### config.mk
export PLATFORM = sky130hd
export DESIGN_NAME = imu_spi_read_scheduler_unit
export DESIGN_NICKNAME = d
export VERILOG_FILES = /design/src/design/isrs_pkg.sv /design/src/design/isrs_arbiter.sv /design/src/design/imu_spi_read_scheduler_unit.sv
export VERILOG_INCLUDE_DIRS = /design/src /design/src/design
export SDC_FILE = /design/constraint.sdc
export NUM_CORES = 1
export LEC_CHECK = 0
export BUFFER_PORTS_ARGS = -buffer_cell sky130_fd_sc_hd__buf_2
export CAP_MARGIN = 10
export CELL_PAD_IN_SITES_DETAIL_PLACEMENT = 0
export CELL_PAD_IN_SITES_GLOBAL_PLACEMENT = 2
export CORE_MARGIN = 2
export CORE_UTILIZATION = 43
export CTS_CLUSTER_SIZE = 30
export DETAILED_ROUTE_END_ITERATION = 16
export PLACE_DENSITY_LB_ADDON = 0.25
export SLEW_MARGIN = 40
export SYNTH_ARGS = -nofsm -noshare
export SYNTH_HDL_FRONTEND = slang
export SYNTH_SLANG_ARGS = --single-unit
export TNS_END_PERCENT = 5
### constraint.sdc
create_clock -name clk -period 14.2 [get_ports clk]
set_input_delay 0.71 -clock clk [delete_from_list [all_inputs] [get_ports clk]]
set_output_delay 0.71 -clock clk [all_outputs]
set_load 0.01 [all_outputs]
### src/design/imu_spi_read_scheduler_unit_defines.svh
// Assertion helpers shared by the scheduler RTL.
// Each macro expands to one labeled concurrent assertion clocked on clk
// and disabled while arst_n is low.
`ifndef IMU_SPI_READ_SCHEDULER_UNIT_DEFINES_SVH
`define IMU_SPI_READ_SCHEDULER_UNIT_DEFINES_SVH

// Same-cycle implication.
`define ISRS_ASSERT_NOW(label, ante, cons, msg) \
	label: assert property (@(posedge clk) disable iff (!arst_n) (ante) |-> (cons)) \
		else $error(msg);

// Next-cycle implication.
`define ISRS_ASSERT_NEXT(label, ante, cons, msg) \
	label: assert property (@(posedge clk) disable iff (!arst_n) (ante) |=> (cons)) \
		else $error(msg);

`endif

### src/design/isrs_pkg.sv
`default_nettype none

package isrs_pkg;

	// Event codes on the mode field
	localparam logic [2:0] MODE_TICK       = 3'd0;
	localparam logic [2:0] MODE_ACCEL_RDY  = 3'd1;
	localparam logic [2:0] MODE_GYRO_RDY   = 3'd2;
	localparam logic [2:0] MODE_TEMP_TICK  = 3'd3;
	localparam logic [2:0] MODE_ACCEL_DONE = 3'd4;
	localparam logic [2:0] MODE_TEMP_DONE  = 3'd5;
	localparam logic [2:0] MODE_GYRO_DONE  = 3'd6;

	// Request codes on the result
	localparam logic [1:0] REQ_NONE  = 2'd0;
	localparam logic [1:0] REQ_ACCEL = 2'd1;
	localparam logic [1:0] REQ_GYRO  = 2'd2;
	localparam logic [1:0] REQ_TEMP  = 2'd3;

	// Sensor slots in the flag vectors and start-time array
	localparam int unsigned NUM_SENSORS = 3;
	localparam logic [1:0] IDX_ACCEL = 2'd0;
	localparam logic [1:0] IDX_GYRO  = 2'd1;
	localparam logic [1:0] IDX_TEMP  = 2'd2;

	// Configuration register indexes
	localparam logic CFG_ENABLE  = 1'b0;
	localparam logic CFG_TIMEOUT = 1'b1;

	localparam int unsigned TIMEOUT_W = 20;
	localparam logic [TIMEOUT_W-1:0] TIMEOUT_RESET = 20'd1000;

	typedef struct packed {
		logic [2:0]  mode;
		logic [31:0] now_us;
	} isrs_in_t;

	typedef struct packed {
		logic [1:0] request;
		logic       is_retry;
		logic       accel_sample_done;
		logic       gyro_sample_done;
	} isrs_out_t;

	typedef struct packed {
		logic [NUM_SENSORS-1:0]       ready;
		logic [NUM_SENSORS-1:0]       busy;
		logic [NUM_SENSORS-1:0][31:0] start_times;
	} isrs_state_t;

endpackage

`default_nettype wire

### src/design/isrs_arbiter.sv
`default_nettype none

module isrs_arbiter (
	input  isrs_pkg::isrs_state_t                 cur,
	input  isrs_pkg::isrs_in_t                    item,
	input  logic                                  enable,
	input  logic [isrs_pkg::TIMEOUT_W-1:0]        timeout_us,
	output isrs_pkg::isrs_state_t                 nxt,
	output isrs_pkg::isrs_out_t                   res
);

	logic [isrs_pkg::NUM_SENSORS-1:0] expired;
	logic [31:0] elapsed [isrs_pkg::NUM_SENSORS];
	logic        idle;
	logic [1:0]  req;
	logic        retry;
	logic [1:0]  slot;

	// Elapsed time per sensor, modulo 2^32
	always_comb begin
		for (int i = 0; i < isrs_pkg::NUM_SENSORS; i++) begin
			elapsed[i] = item.now_us - cur.start_times[i];
			expired[i] = elapsed[i] >= {{(32 - isrs_pkg::TIMEOUT_W){1'b0}}, timeout_us};
		end
	end

	// Pick an enabled tick's read: fresh reads first, then timed-out retries
	always_comb begin
		idle  = ~|cur.busy;
		req   = isrs_pkg::REQ_NONE;
		retry = 1'b0;
		if (item.mode == isrs_pkg::MODE_TICK && enable) begin
			if (idle && cur.ready[isrs_pkg::IDX_ACCEL]) begin
				req = isrs_pkg::REQ_ACCEL;
			end else if (idle && cur.ready[isrs_pkg::IDX_GYRO]) begin
				req = isrs_pkg::REQ_GYRO;
			end else if (idle && cur.ready[isrs_pkg::IDX_TEMP]) begin
				req = isrs_pkg::REQ_TEMP;
			end else if (cur.busy[isrs_pkg::IDX_ACCEL] && expired[isrs_pkg::IDX_ACCEL]) begin
				req   = isrs_pkg::REQ_ACCEL;
				retry = 1'b1;
			end else if (cur.busy[isrs_pkg::IDX_GYRO] && expired[isrs_pkg::IDX_GYRO]) begin
				req   = isrs_pkg::REQ_GYRO;
				retry = 1'b1;
			end else if (cur.busy[isrs_pkg::IDX_TEMP] && expired[isrs_pkg::IDX_TEMP]) begin
				req   = isrs_pkg::REQ_TEMP;
				retry = 1'b1;
			end
		end
		slot = req - 2'd1;
	end

	// Apply the event to the flags and form the result beat
	always_comb begin
		nxt = cur;
		res = '0;
		res.request  = req;
		res.is_retry = retry;
		case (item.mode)
			isrs_pkg::MODE_TICK: begin
				if (req != isrs_pkg::REQ_NONE) begin
					nxt.busy[slot]        = 1'b1;
					nxt.ready[slot]       = 1'b0;
					nxt.start_times[slot] = item.now_us;
				end
			end
			isrs_pkg::MODE_ACCEL_RDY: nxt.ready[isrs_pkg::IDX_ACCEL] = 1'b1;
			isrs_pkg::MODE_GYRO_RDY:  nxt.ready[isrs_pkg::IDX_GYRO]  = 1'b1;
			isrs_pkg::MODE_TEMP_TICK: nxt.ready[isrs_pkg::IDX_TEMP]  = 1'b1;
			isrs_pkg::MODE_ACCEL_DONE: begin
				if (enable) begin
					nxt.busy[isrs_pkg::IDX_ACCEL] = 1'b0;
					res.accel_sample_done         = 1'b1;
				end
			end
			isrs_pkg::MODE_TEMP_DONE: begin
				if (enable) begin
					nxt.busy[isrs_pkg::IDX_TEMP] = 1'b0;
				end
			end
			isrs_pkg::MODE_GYRO_DONE: begin
				if (enable) begin
					nxt.busy[isrs_pkg::IDX_GYRO] = 1'b0;
					res.gyro_sample_done         = 1'b1;
				end
			end
			default: begin
				// Unused code: no change, empty result
			end
		endcase
	end

endmodule

`default_nettype wire

### src/design/imu_spi_read_scheduler_unit.sv
// Read scheduler for three sensors sharing one serial bus.
// Input channel (in_valid / in_stall / in_data): one event beat carrying a
// mode code and a 32-bit microsecond timestamp. Output channel (out_valid /
// out_stall / out_data): exactly one result beat per event, giving the read
// issued now (if any), a retry flag and the accel / gyro sample-done pulses.
// Configuration: cfg_we writes cfg_data into register cfg_index
// (0 enable, 1 timeout in microseconds); write only while no event is in flight.
// Pipeline: an event is registered on acceptance and its result is registered
// in the result register behind it, so each beat passes both registers.
// Throughput: one event per cycle unless out_stall holds a result; the flag
// update and the three elapsed-time compares are combinational in between.
// Reset: all ready and busy flags and start times clear, enable clears, the
// timeout returns to 1000 us, and both channels come up empty.
// Stall: while out_stall holds a result, the stage behind it still fills once;
// after that in_stall rises until the result beat leaves.
`default_nettype none
`include "imu_spi_read_scheduler_unit_defines.svh"

module imu_spi_read_scheduler_unit (
	input  logic                          clk,
	input  logic                          arst_n,
	input  logic                          in_valid,
	output logic                          in_stall,
	input  isrs_pkg::isrs_in_t            in_data,
	output logic                          out_valid,
	input  logic                          out_stall,
	output isrs_pkg::isrs_out_t           out_data,
	input  logic                          cfg_we,
	input  logic                          cfg_index,
	input  logic [isrs_pkg::TIMEOUT_W-1:0] cfg_data
);

	logic                              valid_s1;
	isrs_pkg::isrs_in_t                item_s1;
	logic                              valid_s2;
	isrs_pkg::isrs_out_t               res_s2;
	isrs_pkg::isrs_state_t             state_q;
	isrs_pkg::isrs_state_t             state_nxt;
	isrs_pkg::isrs_out_t               res;
	logic                              enable_q;
	logic [isrs_pkg::TIMEOUT_W-1:0]    timeout_q;
	logic                              advance;

	// Result stage can take a new beat when empty or draining
	assign advance  = !valid_s2 || !out_stall;
	assign in_stall = valid_s1 && !advance;

	assign out_valid = valid_s2;
	assign out_data  = res_s2;

	// Configuration registers
	always_ff @(posedge clk or negedge arst_n) begin
		if (!arst_n) begin
			enable_q  <= 1'b0;
			timeout_q <= isrs_pkg::TIMEOUT_RESET;
		end else if (cfg_we) begin
			case (cfg_index)
				isrs_pkg::CFG_ENABLE:  enable_q  <= cfg_data[0];
				isrs_pkg::CFG_TIMEOUT: timeout_q <= cfg_data;
				default: ;
			endcase
		end
	end

	// Input register
	always_ff @(posedge clk or negedge arst_n) begin
		if (!arst_n) begin
			valid_s1 <= 1'b0;
		end else if (!in_stall) begin
			valid_s1 <= in_valid;
		end
	end

	always_ff @(posedge clk) begin
		if (!in_stall && in_valid) begin
			item_s1 <= in_data;
		end
	end

	isrs_arbiter u_arbiter (
		.cur        (state_q),
		.item       (item_s1),
		.enable     (enable_q),
		.timeout_us (timeout_q),
		.nxt        (state_nxt),
		.res        (res)
	);

	// Commit the event: advance flags and load the result beat
	always_ff @(posedge clk or negedge arst_n) begin
		if (!arst_n) begin
			state_q  <= '0;
			valid_s2 <= 1'b0;
		end else if (advance) begin
			valid_s2 <= valid_s1;
			if (valid_s1) begin
				state_q <= state_nxt;
			end
		end
	end

	always_ff @(posedge clk) begin
		if (advance && valid_s1) begin
			res_s2 <= res;
		end
	end

	`ISRS_ASSERT_NOW(a_retry_has_req, valid_s2 && res_s2.is_retry, res_s2.request != isrs_pkg::REQ_NONE, "retry flagged without a request")
	`ISRS_ASSERT_NOW(a_one_done, valid_s2, !(res_s2.accel_sample_done && res_s2.gyro_sample_done), "two done pulses in one beat")
	`ISRS_ASSERT_NEXT(a_issue_sets_busy, advance && valid_s1 && res.request != isrs_pkg::REQ_NONE, state_q.busy != '0, "issued read left all busy flags clear")
	`ISRS_ASSERT_NEXT(a_issue_clears_ready, advance && valid_s1 && res.request == isrs_pkg::REQ_ACCEL, !state_q.ready[isrs_pkg::IDX_ACCEL], "accel ready not cleared on issue")

endmodule

`default_nettype wire
==> key figures <==
Synth
  – Number of synthesized register bits: 165
  – Cell Area, Synth: 13150 um2
  – Ranking of synthesized cells by area: dfrtp_1 23%, ha_1 15%, edfxtp_1 9.1%
  – Syn avg cell area: 9.407 um2
  – Post-Syn Nets: 1615
  – FFs w/ async S/R, synth: 75.76%
  – Register area share after synthesis: 32.97%
  – Synth warn: 0
  – Cell taking the most area after synthesis: dfrtp_1
  – Syn Inst Count: 1398
  – Ys flop type: dfrtp_1
  – Synth unique cells: 82
  – Yosys top cell area share: 22.64%
  – Post-synth EDFFs: 40

Floorplan
  – Initial Util: 43.33%
  – Core Region: 30350 um2
  – Die X: 178.9 um
  – Chip height: 178.9 um
  – Die area: 32000 um2
  – Rows: 64
  – # IOs: 68

Setup path
  – Crit-path slowest cell: o41ai_1
  – FF-to-FF path depth: 20
  – Crit-path leading delay family: compound AO/OA/AOI/OAI gates
  – Critical path type: reg -> reg
  – Crit end category: register
  – WP data required: 14.53 ns
  – Crit path top cell by count: a21oi_1
  – CP peak stage delay: 0.78 ns
  – Reg-to-Reg Start: item_s1[6]$_DFFE_PP_
  – Reg2Reg Setup Slack: 7.45 ns
  – CP max FO: 29
  – Worst EP arrival: 7.08 ns
  – Critical-path cell list: ha_1 -> a21oi_1 -> inv_1 -> o41ai_1 -> o21ai_0 -> a21oi_1 -> xnor2_1 -> ha_1 -> a21oi_1 -> o21ai_0 -> a21oi_1 -> nor2_1 -> nor4_1 -> and3_1 -> nand4_1 -> o41ai_4 -> o211ai_1 -> a211oi_4 -> buf_4 -> mux2_2
  – Worst setup SP type: register
  – CP bufs+invs: 2

Global routing
  – Grt total ovfl: 0
  – GR peak layer: met2
  – Vias in the first global route: 10380
  – Largest net degree at the start of global routing: 74
  – Total GRT Usage: 23.33%
  – First-pass GRT wire length: 56800 um
  – Met3 usage: 4.177%
  – Met2 global-route usage: 36.73%
  – Antenna violations before repair: 0
  – Global-route met1 utilization: 32.58%

STA
  – Max-slew violation count: 0
  – Final Cycle Share: 47.52%
  – Final hold viol count: 0
  – Least-Margin Pin Slew: 0.8645 ns
  – Final Hold Slack: 0.2174 ns
  – Setup TNS: 0 ns
  – Final min period: 6.748 ns
  – Max Fclk: 148.2 MHz
  – Clock skew: 0.01328 ns
  – Worst slew margin: 41.62%
  – Final setup vio count: 0
  – RSZ-0062 raised after global routing: no

Finish
  – Most frequent cells in the layout: 153 x ha_1, 134 x inv_1, 122 x a21oi_1
  – Multi-input logic area: 8118 um2
  – Nets: 1659
  – Most common cell after layout, fill and taps aside: ha_1
  – Filler Cell Count: 2930
  – Antenna Cells: 0
  – Synthesis-to-finish area growth: 9.314%
  – Layout cell share with drive strength beyond 1: 14.85%
  – Seq. cell area: 4337 um2
  – Final Instance Count excl. Fillers: 1851

Place
  – Hpwl dp: 28230 um
  – Placed Cells incl. Taps: 1819
  – Gpl congestion: 0.9211
  – IO Port Bufs: 67

Power and ir drop
  – Lkg Pwr: 6.293 nW
  – PD cells: 139.9 nW/um2
  – Worst vdd ir: 0.1198 mV

Clocking
  – Num CTS Buffers: 17
  – Setup repair bufs after CTS: 0
  – Clk Latency, worst-skew pair: 0.45 ns
  – H-tree Lvls: 4
  – CTS tree: yes
  – Hold Buf Count CTS: 0
  – Clock slew at reported path FFs: 0.08 ns
  – Clock Path Buffers: 2
  – Sinks on Clock Net: 165
  – Root Buffer: clkbuf_16
  – Post-CTS sizing: 0

Detailed routing
  – DRC viols: 0
  – WL per Instance: 19.58 um
  – Initial DRC Count: 676
  – Vias per cell: 5.748
  – WL final: 36250 um
  – Via count: 10640
  – Post-DRT Antenna Nets: 0
  – Pre-antenna DRT Iters: 6

Min path
  – Hold Path Class: in -> async

Job
  – Max-cap violations: 0

Outcome
  – Outcome: complete, no violations
[stage by stage]
step | cell area (um2) | total power, mW | util (%) | worst slack [ns]
5_1_grt | 14380 | 2.171 | 47.37 | 6.978
3_5_place_dp | 13830 | 1.570 | 45.56 | 7.500
3_3_place_gp | 13820 | 1.561 | 45.54 | 7.608
2_1_floorplan | 13150 | 1.311 | - | 8.994
4_1_cts | 14380 | 2.023 | 47.37 | 7.475
6_report | 14380 | 2.012 | 47.37 | 7.452
[worst max path at each step]
stage	to	depth (start not counted)	startpoint	slack (ns)
floorplan	register	21	item_s1[6]$_DFFE_PP_	8.99
global placement	register	20	item_s1[6]$_DFFE_PP_	7.61
detailed placement	register	20	item_s1[6]$_DFFE_PP_	7.50
CTS	register	20	item_s1[6]$_DFFE_PP_	7.48
global route	register	20	item_s1[6]$_DFFE_PP_	6.98
finish	register	20	item_s1[6]$_DFFE_PP_	7.45
[logic make-up (layout without fill, tap and decap cells)]
kind of cell               after synthesis  in the layout  synth area share [%]
AOI/OAI and AO/OA                      372            372                 18.78
xor gates and xnor gates                70             70                 4.662
muxes                                  124            124                 10.56
adders and majority gates              156            156                 15.01
DFF                                    165            165                 32.97
and+or+nand+nor                        331            331                 12.61
buffers and inverters                  180            237                 5.404
[area by class of cell]
cell class                      count  share of cell area [%]
Multi-Input combinational cell   1053                   56.47
Tap cell                          396                   3.446
Timing Repair Buffer               71                   2.611
Sequential cell                   165                   30.17
Inverter                          134                   3.499
Clock buffer                       17                   2.959
Clock inverter                     15                  0.8529
[layer usage]
layer	routed length (um)	vias up
met4	735	0
li1	-	5191
met2	16220	282
met3	1600	36
met1	17690	5131
met5	0	-
[where the power goes]
part,switching [mW],internal [mW],total [mW]
combinational,0.569,0.395,0.964
sequential,0.0492,0.557,0.606
clock,0.214,0.228,0.442
[synthesized netlist by cell type (all sizes together) (37+ instances only)]
| cell | instances |
|---|---|
| inv | 134 |
| edfxtp | 40 |
| dfrtp | 119 |
| a21oi | 122 |
| mux2 | 118 |
| nor2 | 66 |
| clkbuf | 37 |
| xnor2 | 42 |
| nand2 | 111 |
| ha | 153 |
| o21ai | 73 |
| a21o | 38 |
(Power assumes the default switching activity.)
